**config.mk**
```make
export PLATFORM = sky130hd
export DESIGN_NAME = compare_capture_timer_core_flat
export DESIGN_NICKNAME = d
export VERILOG_FILES = /design/src/hdl/cct_pkg.sv /design/src/hdl/cct_cmd_if.sv /design/src/hdl/cct_rsp_if.sv /design/src/hdl/cct_cmp.sv /design/src/hdl/compare_capture_timer_core.sv /design/src/flat_wrapper.sv
export SDC_FILE = /design/constraint.sdc
export NUM_CORES = 1
export LEC_CHECK = 0
export ABC_CLOCK_PERIOD_IN_PS = 3600
export BUFFER_PORTS_ARGS = -buffer_cell sky130_fd_sc_hd__buf_2
export CAP_MARGIN = 20
export CORE_ASPECT_RATIO = 1.1
export CORE_MARGIN = 2
export CORE_UTILIZATION = 45
export DETAILED_ROUTE_END_ITERATION = 10
export PLACE_DENSITY = 0.72
export SYNTH_ARGS = -nofsm -noshare
export SYNTH_HDL_FRONTEND = slang
export SYNTH_SLANG_ARGS = --single-unit
export TNS_END_PERCENT = 30
```
**constraint.sdc**
```tcl
create_clock -name clk -period 3.6 [get_ports clk]
set_clock_uncertainty 0.05 [all_clocks]
set_input_delay 0.18 -clock clk [delete_from_list [all_inputs] [get_ports clk]]
set_output_delay 0.18 -clock clk [all_outputs]
set_load 0.005 [all_outputs]
```
**src/hdl/cct_pkg.sv**
```systemverilog
// shared constants, types and register numbering of the compare/capture timer
// no dependencies
package cct_pkg;

	localparam int CHANNELS     = 4;
	localparam int PRESCALE_MAX = 9;

	// dense register numbering
	localparam int R_START   = 0;
	localparam int R_STOP    = 1;
	localparam int R_COUNT   = 2;
	localparam int R_CLEAR   = 3;
	localparam int R_CAPT    = 4;
	localparam int R_CMP     = R_CAPT + CHANNELS;
	localparam int R_SHORTS  = R_CAPT + 2 * CHANNELS;
	localparam int R_INTSET  = R_SHORTS + 1;
	localparam int R_INTCLR  = R_SHORTS + 2;
	localparam int R_MODE    = R_SHORTS + 3;
	localparam int R_BITMODE = R_SHORTS + 4;
	localparam int R_PRESC   = R_SHORTS + 5;
	localparam int R_CC      = R_SHORTS + 6;
	localparam int R_POWER   = R_CC + CHANNELS;
	localparam int NREGS     = R_POWER + 1;

	// bit positions inside shorts and the interrupt enable mask
	localparam int SHORT_STOP_OFS = 8;
	localparam int IRQ_OFS        = 16;

	// command codes
	localparam logic [1:0] MODE_READ  = 2'd0;
	localparam logic [1:0] MODE_WRITE = 2'd1;
	localparam logic [1:0] MODE_TICK  = 2'd2;

	// bit mode codes, anything else is 32 bits
	localparam logic [31:0] BITMODE_16 = 32'd0;
	localparam logic [31:0] BITMODE_8  = 32'd1;
	localparam logic [31:0] BITMODE_24 = 32'd2;

	localparam int PRESC_W = (PRESCALE_MAX > 0) ? $clog2(PRESCALE_MAX + 1) : 1;
	localparam int PCNT_W  = (PRESCALE_MAX > 0) ? PRESCALE_MAX : 1;

	typedef logic [CHANNELS-1:0][31:0] word_arr_t;

	// outcome of one timer step's compare pass
	typedef struct packed {
		logic [CHANNELS-1:0] cmp_set;
		logic [CHANNELS-1:0] skip_clr;
		logic                notify;
		logic                clear_now;
		logic                stop_hit;
		logic                irq_set;
	} step_t;

	// one result word
	typedef struct packed {
		logic [31:0] read_value;
		logic        irq_pulse;
		logic        compare_notify;
		logic        status;
	} rsp_t;

endpackage

```
**src/hdl/cct_cmd_if.sv**
```systemverilog
// command channel of the compare/capture timer: valid/ready plus one command word
// no dependencies
interface cct_cmd_if;
	logic        valid;
	logic        ready;
	logic [1:0]  mode;
	logic [4:0]  reg_index;
	logic [31:0] write_value;

	modport source (output valid, output mode, output reg_index, output write_value,
		input ready);
	modport sink (input valid, input mode, input reg_index, input write_value,
		output ready);
endinterface

```
**src/hdl/cct_rsp_if.sv**
```systemverilog
// response channel of the compare/capture timer: valid/ready plus one result word
// no dependencies
interface cct_rsp_if;
	logic        valid;
	logic        ready;
	logic [31:0] read_value;
	logic        irq_pulse;
	logic        compare_notify;
	logic        status;

	modport source (output valid, output read_value, output irq_pulse,
		output compare_notify, output status, input ready);
	modport sink (input valid, input read_value, input irq_pulse,
		input compare_notify, input status, output ready);
endinterface

```
**src/hdl/cct_cmp.sv**
```systemverilog
// compare pass of one timer step over all channels, stop short ends the pass
// depends on cct_pkg
module cct_cmp (
	input  logic [31:0]                  counter,
	input  cct_pkg::word_arr_t           cc,
	input  logic [cct_pkg::CHANNELS-1:0] skip,
	input  logic [31:0]                  shorts,
	input  logic [31:0]                  irq_mask,
	output cct_pkg::step_t               step
);

	always_comb begin
		logic halted;
		halted = 1'b0;
		step   = '0;
		for (int i = 0; i < cct_pkg::CHANNELS; i++) begin
			if (!halted) begin
				if (cc[i] == counter && !skip[i]) begin
					step.cmp_set[i] = 1'b1;
					step.notify     = 1'b1;
					if (shorts[i])
						step.clear_now = 1'b1;
					if (shorts[cct_pkg::SHORT_STOP_OFS + i]) begin
						step.stop_hit = 1'b1;
						halted        = 1'b1;
					end else if (irq_mask[cct_pkg::IRQ_OFS + i]) begin
						step.irq_set = 1'b1;
					end
				end
				// skip flag of the stopping channel is kept
				if (!halted)
					step.skip_clr[i] = 1'b1;
			end
		end
	end

endmodule

```
**src/hdl/compare_capture_timer_core.sv**
```systemverilog
// top level of the compare/capture timer: register file, tick logic, result queue
// depends on cct_pkg, cct_cmd_if, cct_rsp_if and cct_cmp
//
// The timer takes one command word per clock: a register read, a register write
// or one base clock tick. Each word is finished in the cycle it is accepted, its
// register and counter update landing at that edge, so words may follow each
// other in every cycle with no gap. Results leave in order through a two-entry
// result queue; a new command is taken whenever fewer than two results wait, so
// a stalled response side holds off commands only after two words have piled up.
// While running, one timer step (compare of all channels, interrupt pulse,
// counter increment with bit-mode wrap) happens every 2^PRESCALER ticks.
module compare_capture_timer_core (
	input  logic       clk,
	input  logic       arst_n,
	cct_cmd_if.sink    cmd,
	cct_rsp_if.source  rsp
);

	localparam int CH = cct_pkg::CHANNELS;

	// architectural state
	logic [31:0]                 counter_q;
	logic                        running_q;
	logic [31:0]                 irq_mask_q;
	logic                        irq_pend_q;
	logic [CH-1:0]               skip_q;
	logic [cct_pkg::PCNT_W-1:0]  pcnt_q;
	logic [31:0]                 start_q, stop_q, clear_q, shorts_q, bitmode_q, power_q;
	logic [cct_pkg::PRESC_W-1:0] presc_q;
	cct_pkg::word_arr_t          capt_q, cmp_q, cc_q;

	// next state
	logic [31:0]                 counter_d;
	logic                        running_d;
	logic [31:0]                 irq_mask_d;
	logic                        irq_pend_d;
	logic [CH-1:0]               skip_d;
	logic [cct_pkg::PCNT_W-1:0]  pcnt_d;
	logic [31:0]                 start_d, stop_d, clear_d, shorts_d, bitmode_d, power_d;
	logic [cct_pkg::PRESC_W-1:0] presc_d;
	cct_pkg::word_arr_t          capt_d, cmp_d, cc_d;

	// result queue
	cct_pkg::rsp_t buf_q [2];
	logic          wr_ptr_q, rd_ptr_q;
	logic [1:0]    fill_q;

	cct_pkg::rsp_t  res;
	cct_pkg::step_t step;
	logic           accept, pop;
	logic [31:0]    cnt_inc;
	logic [cct_pkg::PCNT_W-1:0] pmask;

	assign accept    = cmd.valid && cmd.ready;
	assign pop       = rsp.valid && rsp.ready;
	assign cmd.ready = (fill_q != 2'd2);

	// compare pass runs on the current counter; used only on a step tick
	cct_cmp u_cmp (
		.counter  (counter_q),
		.cc       (cc_q),
		.skip     (skip_q),
		.shorts   (shorts_q),
		.irq_mask (irq_mask_q),
		.step     (step)
	);

	// counter increment with bit-mode wrap, other codes keep all 32 bits
	always_comb begin
		cnt_inc = counter_q + 32'd1;
		unique case (bitmode_q)
			cct_pkg::BITMODE_16: cnt_inc = cnt_inc & 32'h0000_FFFF;
			cct_pkg::BITMODE_8:  cnt_inc = cnt_inc & 32'h0000_00FF;
			cct_pkg::BITMODE_24: cnt_inc = cnt_inc & 32'h00FF_FFFF;
			default:             cnt_inc = cnt_inc;
		endcase
	end

	// prescale period mask, all ones at the largest prescaler
	assign pmask = (cct_pkg::PCNT_W'(1) << presc_q) - cct_pkg::PCNT_W'(1);

	always_comb begin
		logic [31:0] v;
		int          idx;
		logic        pend;
		logic        run_after;
		v   = cmd.write_value;
		idx = int'(cmd.reg_index);

		counter_d  = counter_q;
		running_d  = running_q;
		irq_mask_d = irq_mask_q;
		irq_pend_d = irq_pend_q;
		skip_d     = skip_q;
		pcnt_d     = pcnt_q;
		start_d    = start_q;
		stop_d     = stop_q;
		clear_d    = clear_q;
		shorts_d   = shorts_q;
		bitmode_d  = bitmode_q;
		power_d    = power_q;
		presc_d    = presc_q;
		capt_d     = capt_q;
		cmp_d      = cmp_q;
		cc_d       = cc_q;
		res        = '0;
		pend       = 1'b0;
		run_after  = 1'b0;

		if (accept) begin
			unique case (cmd.mode)
				cct_pkg::MODE_READ: begin
					if (idx >= cct_pkg::NREGS)
						res.status = 1'b1;
					// exclusive index matches, count and mode always read zero
					if (idx == cct_pkg::R_START)   res.read_value |= start_q;
					if (idx == cct_pkg::R_STOP)    res.read_value |= stop_q;
					if (idx == cct_pkg::R_CLEAR)   res.read_value |= clear_q;
					if (idx == cct_pkg::R_SHORTS)  res.read_value |= shorts_q;
					if (idx == cct_pkg::R_INTSET)  res.read_value |= irq_mask_q;
					if (idx == cct_pkg::R_INTCLR)  res.read_value |= irq_mask_q;
					if (idx == cct_pkg::R_BITMODE) res.read_value |= bitmode_q;
					if (idx == cct_pkg::R_PRESC)   res.read_value |= 32'(presc_q);
					if (idx == cct_pkg::R_POWER)   res.read_value |= power_q;
					for (int i = 0; i < CH; i++) begin
						if (idx == cct_pkg::R_CAPT + i) res.read_value |= capt_q[i];
						if (idx == cct_pkg::R_CMP + i)  res.read_value |= cmp_q[i];
						if (idx == cct_pkg::R_CC + i)   res.read_value |= cc_q[i];
					end
				end
				cct_pkg::MODE_WRITE: begin
					if (idx >= cct_pkg::NREGS || idx == cct_pkg::R_COUNT)
						res.status = 1'b1;
					if (idx == cct_pkg::R_START) begin
						if (v == 32'd0 || running_q) begin
							res.status = 1'b1;
						end else begin
							start_d   = v;
							running_d = 1'b1;
							stop_d    = 32'd0;
						end
					end
					if (idx == cct_pkg::R_STOP) begin
						if (v == 32'd0 || !running_q) begin
							res.status = 1'b1;
						end else begin
							stop_d    = v;
							running_d = 1'b0;
							start_d   = 32'd0;
						end
					end
					if (idx == cct_pkg::R_POWER) begin
						power_d = v;
						// power off stops and resets the count
						if (v == 32'd0) begin
							running_d = 1'b0;
							stop_d    = 32'd1;
							start_d   = 32'd0;
							counter_d = 32'd0;
							pcnt_d    = '0;
						end
					end
					if (idx == cct_pkg::R_MODE && v != 32'd0)
						res.status = 1'b1;
					if (idx == cct_pkg::R_PRESC) begin
						if (v > 32'(cct_pkg::PRESCALE_MAX))
							res.status = 1'b1;
						else
							presc_d = v[cct_pkg::PRESC_W-1:0];
					end
					if (idx == cct_pkg::R_CLEAR) begin
						clear_d   = v;
						counter_d = 32'd0;
					end
					if (idx == cct_pkg::R_SHORTS)  shorts_d   = v;
					if (idx == cct_pkg::R_INTSET)  irq_mask_d = irq_mask_q | v;
					if (idx == cct_pkg::R_INTCLR)  irq_mask_d = irq_mask_q & ~v;
					if (idx == cct_pkg::R_BITMODE) bitmode_d  = v;
					for (int i = 0; i < CH; i++) begin
						if (idx == cct_pkg::R_CAPT + i) begin
							capt_d[i] = v;
							skip_d[i] = 1'b1;
							cc_d[i]   = counter_q;
						end
						if (idx == cct_pkg::R_CMP + i) begin
							cmp_d[i]           = v;
							res.compare_notify = 1'b1;
						end
						if (idx == cct_pkg::R_CC + i)
							cc_d[i] = v;
					end
				end
				cct_pkg::MODE_TICK: begin
					if (!running_q) begin
						pcnt_d = '0;
					end else begin
						run_after = 1'b1;
						if (pcnt_q == '0) begin
							for (int i = 0; i < CH; i++) begin
								if (step.cmp_set[i])  cmp_d[i]  = 32'd1;
								if (step.skip_clr[i]) skip_d[i] = 1'b0;
							end
							res.compare_notify = step.notify;
							pend = irq_pend_q | step.irq_set;
							if (step.stop_hit) begin
								// stop short: no pulse, no increment
								stop_d     = 32'd1;
								start_d    = 32'd0;
								running_d  = 1'b0;
								irq_pend_d = pend;
								run_after  = 1'b0;
							end else begin
								res.irq_pulse = pend;
								irq_pend_d    = 1'b0;
								counter_d     = step.clear_now ? 32'd0 : cnt_inc;
							end
						end
						pcnt_d = run_after ? ((pcnt_q + cct_pkg::PCNT_W'(1)) & pmask) : '0;
					end
				end
				default: res.status = 1'b1;
			endcase
		end
	end

	always_ff @(posedge clk or negedge arst_n) begin
		if (!arst_n) begin
			counter_q  <= 32'd0;
			running_q  <= 1'b0;
			irq_mask_q <= 32'd0;
			irq_pend_q <= 1'b0;
			skip_q     <= '0;
			pcnt_q     <= '0;
			start_q    <= 32'd0;
			stop_q     <= 32'd1;
			clear_q    <= 32'd0;
			shorts_q   <= 32'd0;
			bitmode_q  <= 32'd0;
			power_q    <= 32'd0;
			presc_q    <= '0;
			capt_q     <= '0;
			cmp_q      <= '0;
			cc_q       <= '0;
		end else begin
			counter_q  <= counter_d;
			running_q  <= running_d;
			irq_mask_q <= irq_mask_d;
			irq_pend_q <= irq_pend_d;
			skip_q     <= skip_d;
			pcnt_q     <= pcnt_d;
			start_q    <= start_d;
			stop_q     <= stop_d;
			clear_q    <= clear_d;
			shorts_q   <= shorts_d;
			bitmode_q  <= bitmode_d;
			power_q    <= power_d;
			presc_q    <= presc_d;
			capt_q     <= capt_d;
			cmp_q      <= cmp_d;
			cc_q       <= cc_d;
		end
	end

	// two-entry result queue, payload needs no reset
	always_ff @(posedge clk) begin
		if (accept)
			buf_q[wr_ptr_q] <= res;
	end

	always_ff @(posedge clk or negedge arst_n) begin
		if (!arst_n) begin
			wr_ptr_q <= 1'b0;
			rd_ptr_q <= 1'b0;
			fill_q   <= 2'd0;
		end else begin
			if (accept)
				wr_ptr_q <= ~wr_ptr_q;
			if (pop)
				rd_ptr_q <= ~rd_ptr_q;
			unique case ({accept, pop})
				2'b10:   fill_q <= fill_q + 2'd1;
				2'b01:   fill_q <= fill_q - 2'd1;
				default: fill_q <= fill_q;
			endcase
		end
	end

	assign rsp.valid          = (fill_q != 2'd0);
	assign rsp.read_value     = buf_q[rd_ptr_q].read_value;
	assign rsp.irq_pulse      = buf_q[rd_ptr_q].irq_pulse;
	assign rsp.compare_notify = buf_q[rd_ptr_q].compare_notify;
	assign rsp.status         = buf_q[rd_ptr_q].status;

endmodule

```
**src/flat_wrapper.sv**
```systemverilog
// flat-port wrapper written by rule: the top's interface ports become plain ports
module compare_capture_timer_core_flat 
  (clk, arst_n, cmd_valid, cmd_mode, cmd_reg_index, cmd_write_value, cmd_ready, rsp_valid, rsp_read_value, rsp_irq_pulse, rsp_compare_notify, rsp_status, rsp_ready);
  cct_cmd_if cmd_i ();
  cct_rsp_if rsp_i ();
  input  logic clk;
  input  logic arst_n;
  input wire logic [$bits(cmd_i.valid)-1:0] cmd_valid;
  input wire logic [$bits(cmd_i.mode)-1:0] cmd_mode;
  input wire logic [$bits(cmd_i.reg_index)-1:0] cmd_reg_index;
  input wire logic [$bits(cmd_i.write_value)-1:0] cmd_write_value;
  output wire logic [$bits(cmd_i.ready)-1:0] cmd_ready;
  output wire logic [$bits(rsp_i.valid)-1:0] rsp_valid;
  output wire logic [$bits(rsp_i.read_value)-1:0] rsp_read_value;
  output wire logic [$bits(rsp_i.irq_pulse)-1:0] rsp_irq_pulse;
  output wire logic [$bits(rsp_i.compare_notify)-1:0] rsp_compare_notify;
  output wire logic [$bits(rsp_i.status)-1:0] rsp_status;
  input wire logic [$bits(rsp_i.ready)-1:0] rsp_ready;
  assign cmd_i.valid = cmd_valid;
  assign cmd_i.mode = cmd_mode;
  assign cmd_i.reg_index = cmd_reg_index;
  assign cmd_i.write_value = cmd_write_value;
  assign cmd_ready = cmd_i.ready;
  assign rsp_valid = rsp_i.valid;
  assign rsp_read_value = rsp_i.read_value;
  assign rsp_irq_pulse = rsp_i.irq_pulse;
  assign rsp_compare_notify = rsp_i.compare_notify;
  assign rsp_status = rsp_i.status;
  assign rsp_i.ready = rsp_ready;
  compare_capture_timer_core u_core (.clk(clk), .arst_n(arst_n), .cmd(cmd_i), .rsp(rsp_i));
endmodule
```
# Yosys cells after proc, flatten, opt, wreduce, memory -nomap -nowiden
# Memories as Yosys holds them, arrays and structs flattened.
# Index checks and enable logic that the tools add are counted.
# totals
ff_bits	663
ramBits	70
word_cells	394
memories	1
# memory_table
name	words	word_bits	rd	rd_ports_with_merged_regs	write_ports	line	rtl
u_core.buf_q	2	35	1	0	1	compare_capture_timer_core.sv:44	cct_pkg::rsp_t buf_q [2];
# classes
n_addsub	5
magnitude_cmp	2
eq_ne	57
shifts	1
mux	213
bitwise_logic	28
n_reduce_logical	56
# ops
operator	count
$mux 32	105
$or 32x32->32	20
$mux 128	2
$pmux 128 s2	1
$pmux 32 s2	3
$eq 32x32->1	4
$pmux 32 s3	1
$mux 1	79
$eq 5x5->1 const B	15
$logic_not 32->1	2
$reduce_and 6->1	8
$ne 2x1->1 const B	20
$reduce_and 3->1	13
$mux 4	9
$mux 9	4
$mux 35	1
$add 32x1->32 const B	1
$and 32x32->32	1
$eq 32x1->1 const B	1
$eq 32x2->1 const B	1
$gt 32x4->1 const B	1
$not 32->32	1
$or 32x4->32	1
$reduce_bool 32->1	1
other kinds (33)	67

# Logic depth before layout (Yosys ltp)
# depth
ltp_word	84
mapped_depth	12

# By module
# A second synthesis with hierarchy kept.
# unflattened
hier_cells	3221
hier_area_um2	34924.7
# by_module_without_submodules
module	instances	cells_each	area_per_inst_um2
compare_capture_timer_core	1	3006	33234.4
cct_cmp	1	215	1690.4

# Least setup slack after synthesis
# OpenSTA, ideal clock, no wires.
# synth_path
kind	register -> register
start	register u_core.counter_q[8]
end	register u_core.start_q[10]
setup_ps	121
t_arrival_ps	2821
required_time_ps	3429
path_slack_ps	608
path_stages_with_launch	12
n_path_buf	3
cell_sequence	dfrtp_1 > clkbuf_1 > xor2_1 > nor4_1 > nand2_1 > nor4_1 > a222oi_1 > a21boi_4 > a211o_1 > buf_6 > buf_6 > a22o_1
# synth_between
elab_chain_len	14
# synth_rtl
item	line	rtl
from (decl)	compare_capture_timer_core.sv:22	logic [31:0] counter_q;
from (signal assigned)	compare_capture_timer_core.sv:245	counter_q <= counter_d;
$eq 32x32->1	cct_cmp.sv:18	if (cc[i] == counter && !skip[i]) begin
$logic_and 1x1->1	cct_cmp.sv:18	
$mux 4	cct_cmp.sv:18	
$mux 1	cct_cmp.sv:23	if (shorts[cct_pkg::SHORT_STOP_OFS + i]) begin
$mux 4	cct_cmp.sv:18	
$mux 4	cct_cmp.sv:17	if (!halted) begin
$mux 1	cct_cmp.sv:23	
$mux 4	cct_cmp.sv:18	
$mux 4	cct_cmp.sv:17	
$mux 1	cct_cmp.sv:23	
$mux 4	cct_cmp.sv:18	
$mux 4 (*)	cct_cmp.sv:17	
$ne 2x1->1 (no source line) (*)	n/a	
$reduce_and 5->1 (no source line) (*)	n/a	
to (signal assigned)	compare_capture_timer_core.sv:251	start_q <= start_d;
to (decl)	compare_capture_timer_core.sv:28	logic [31:0] start_q, stop_q, clear_q, shorts_q, bitmode_q, power_q;
# Every way passes the cells marked *; elsewhere a longest branch is shown, timed or not. The select of a mux whose other input is x is not followed.
# A chain may end at the register's enable or synchronous reset.

==> summary by stage <==
Status
The run finished with clean final reports.

GRT
The via count of the first global-routing pass is 28386. Global routing finished with a remaining overflow of 0. The largest net degree at the start of global routing is 101. The first global-routing pass estimated 196000 um of wire. In the global route stage, overall resource usage came out at 32.6%.

The number of antenna violations at the first check in global routing is 2.

Layout
For this run, the share of the core covered by cells in the final layout is 52.3%. At the end of the flow, the number of nets in the layout was 3324. The growth of design area from synthesis to finish is 15.7%.

The ratio of cells with drive above 1 in the final layout is 22.9%. The count of cells in the finished layout, fillers not included, comes to 4380.

Route
The initial DRC count is 3942. The detailed-routed wire length on met2 is 58900 um. After detailed routing, the total wire length is 134000 um. The met3 wire length is 15000 um. The total vias in the final route is 29272.

The post-detailed-route via-to-cell ratio is 6.68. The detailed-router iteration count before antenna repair is 10. The number of nets with antenna violations after detailed routing is 0. The wire length per cell is 30.6 um. The detailed-routing wirelength on met1 is 52000 um.

After detailed routing, no signal wire sits above met5. The count of unresolved DRC violations after routing is 0.

Die
The die height is 299 um. The starting utilization of the core area is 45.2%. The die covers 0.0811 mm^2. Pin placement for this block handled 80 I/O pins. The core region is 0.0785 mm^2. The die is 272 um wide. The floorplan has 108 rows.

Setup path
The arrival time at the worst endpoint is 3.69 ns. Of all nets on the critical path, the largest fanout is 12. For this design, the slowest cell found on the critical path is dfrtp_1. The setup path with the least slack is of type reg -> reg. Data on the critical path is required at its endpoint by 3.90 ns. The kind of end point of the critical path is a flop.

For this run, the slowest stage of the critical path takes 0.66 ns. The critical path goes through xnor2_1 > nand3_1 > or4_4 > or4_1 > and3_1 > a311oi_1 > a21oi_1. STA classifies the critical path startpoint as a flop.

Synthesis
The proportion of netlist area held by the largest area contributor is 46.7%. The average instance in the mapped netlist occupies 11.1 um^2. Among all flip-flop cells after synthesis, the most frequent one is dfrtp_1. The post-synth design cell area is 0.0355 mm^2. The leading cell type by number of instances after synthesis is dfrtp_1.

The post-synthesis instance total is 3188. After synthesis, the cell types taking the most area are dfrtp_1 (47%), mux2_2 (9.1%), a22o_1 (6.1%). The synthesized netlist contains 75 unique library cells. The fraction of synthesis flops using an asynchronous set or reset pin is 90.5%. The commonest cells after synthesis are dfrtp_1 (662), mux2_2 (287), nor2_1 (263). The Yosys warning count is 0.

The sequential area share after synthesis is 52.7%. The largest area contributor in the synthesized netlist is dfrtp_1. After synthesis the netlist holds a flip-flop and latch count of 733. Yosys mapped a number of flops with a built-in enable equal to 70. The net count after synthesis is 3240.

Place
The total of buffers placed on input and output ports is 79. The post-DP HPWL is 90900 um. The number of cells after detailed placement is 4209. Before CTS, the worst setup slack after placement is 0.0734 ns. The congestion estimate from routability-driven global placement came to 1.05.

Clock tree
The tree built by TritonCTS fans out to 733 sinks. The H-tree depth is 3. TritonCTS built the clock tree.

The clock latency reported for the late side of the worst-skew pair is 0.64 ns. The post-CTS setup repair buffer count is 0. Clock-pin slew was measured on the worst setup and hold paths at 0.07 ns. The number of CTS-inserted buffers is 75.

The clock tree buffer depth is 3. In this run the clock root is driven by a clkbuf_16.

Timing
The maximum clock frequency is 295 MHz. Setup violations remaining at the end of the flow were counted as 0. Measured against its own limit, the worst slew margin works out to 36.7%. After routing, the total negative slack on setup checks comes to 0 ns. Setup repair after global routing left no endpoint under its margin. The clock period could shrink to 3.39 ns. The max-slew violation total from the final report is 0. The total count of hold-check failures in the final report is 0.

At the pin with the least slew margin, the transition time is 0.949 ns. The worst-case setup margin in the final layout is 0.206 ns. The post-route clock period utilization is 94.3%.

Pwr
Dividing total power by cell area gives a power density of 612 mW/mm^2. The switching power of the nets is 8.07 mW. The share of total power in the clock network is 31.6%. The part of the total power dissipated in combinational logic is 21.0%. The switching power share of the total is 32.1%. Across the VDD grid, the largest voltage drop is 0.725 mV. The internal power of the cells totals 17.1 mW.

Summed over all cells, the static leakage comes to 17.9 nW. The power after layout is 25.1 mW. The sequential share of power is 47.4%.

Hold path
The worst hold path belongs to the class in -> reg.

Flow run
The tool flagged a number of max-cap violations equal to 0.
==> worst max-delay path: cells and delay by family, from the launching register on <==
| family | cells | cell delay, ns |
|---|---|---|
| xor gates and xnor gates | 1 | 0.23 |
| AOI/OAI and AO/OA | 2 | 0.66 |
| DFF | 1 | 0.66 |
| and+or+nand+nor | 4 | 1.52 |
==> registers in the layout (all words and copies together) (netlist names), named ones only <==
register	count
u_core.bitmode_q	32
u_core.buf_q	70
u_core.capt_q	128
u_core.cc_q	128
u_core.clear_q	32
u_core.cmp_q	128
u_core.counter_q	32
u_core.fill_q	2
u_core.irq_pend_q	1
u_core.pcnt_q	9
u_core.power_q	32
u_core.presc_q	4
u_core.rd_ptr_q	1
u_core.running_q	1
u_core.shorts_q	32
u_core.skip_q	4
u_core.start_q	32
u_core.stop_q	32
u_core.wr_ptr_q	1
==> per-stage QoR <==
step	hold slack, ns	cell area [um^2]
floorplan	-0.166	35500
global placement	0.224	38200
detailed placement	0.226	38200
CTS	0.00218	41000
global route	0.0311	41000
finish	0.00518	41000
==> cells by family after synthesis <==
family,share of synthesized area [%]
AO/OA/AOI/OAI,18.0
flip-flops,52.7
AND/OR/NAND/NOR,9.82
multiplexers,12.2
buffers and inverters,3.95
XOR/XNOR,2.99
adder cells (fa/ha/maj),0.317
==> path summary, 6_finish.rpt <==
kind,slack (ns),start,endpoint,depth (start not counted)
setup / recovery,0.21,u_core.counter_q[26]$_DFFE_PN0P_,u_core.buf_q[1][2]$_DFFE_PP_,7
max in group asynchronous,2.28,arst_n,u_core.cc_q[57]$_DFFE_PN0P_,3
hold reg to reg,0.44,u_core.fill_q[1]$_DFFE_PN0P_,u_core.fill_q[1]$_DFFE_PN0P_,1
hold / removal,0.005,cmd_write_value[14],flop,3
min in group asynchronous,0.13,arst_n,u_core.capt_q[69]$_DFFE_PN0P_,2
setup reg to reg,0.21,u_core.counter_q[26]$_DFFE_PN0P_,u_core.buf_q[1][2]$_DFFE_PP_,7
==> per-layer routing <==
| layer | vias to the layer above | global-route usage (%) |
|---|---|---|
| met5 | - | 0 |
| met4 | 2 | 17.0 |
| met3 | 442 | 8.63 |
| met2 | 1992 | 48.8 |
| met1 | 14752 | 43.6 |
| li1 | 12084 | - |
==> placed cells by master (no fill, tap or decap), types with 8 or more instances in the layout <==
master         Yosys  final
clkbuf_1         238     17
clkbuf_8           0     11
nand4_1           60     60
dfrtp_1          662    661
a222oi_1          30     30
buf_2             18     78
a21oi_1          232    227
nor2_1           263    233
clkinv_2           0      9
or4_1              9      9
mux2_2           287    287
nand2_1           71     71
or2_2              9      9
clkbuf_16          0     77
nor2_4             0     30
a22oi_1          174    174
buf_12             0     32
mux2i_1          111    111
a31oi_1           51     51
and3_1            16     14
nor2b_1           55     55
edfxtp_1          70     70
a221oi_1          47     47
xor2_1            96     96
nand2b_1          14     14
inv_1             41     41
buf_4              0    176
dlygate4sd3_1      0     30
or3_1              8      8
ha_1               9      8
xnor2_1           25     25
and2_1            10     10
nand3_1           63     63
a22o_1           247    247
nor3_1            26     23
o21ai_0           31     31
a21o_1             8      8
nor4_1            59     57
==> layout make-up <==
cell class                      count  area, um^2
Sequential cell                   733       18700
Fill cell                        6762       37500
Clock inverter                     33         327
Clock buffer                      105        2140
Tap cell                         1045        1310
Inverter                           43         161
Multi-Input combinational cell   2102       15700
Antenna cell                        2        5.00
Timing Repair Buffer              317        2670
==> power by group through the flow <==
stage          registers, mW  clock network [mW]  logic (mW)
2_1_floorplan           11.2                   0        3.37
3_3_place_gp            11.9                   0        5.08
3_5_place_dp            11.9                   0        5.15
4_1_cts                 11.8                7.99        5.22
5_1_grt                 12.0                8.33        5.66
6_report                11.9                7.95        5.28
==> what timing repair did <==
item                       in CTS  in global routing
hold buffers                   30                  0
hold endpoints to repair      175                  0
gates resized for setup         0                  1
setup endpoints to repair       0                 21
(Power assumes the default switching activity.)
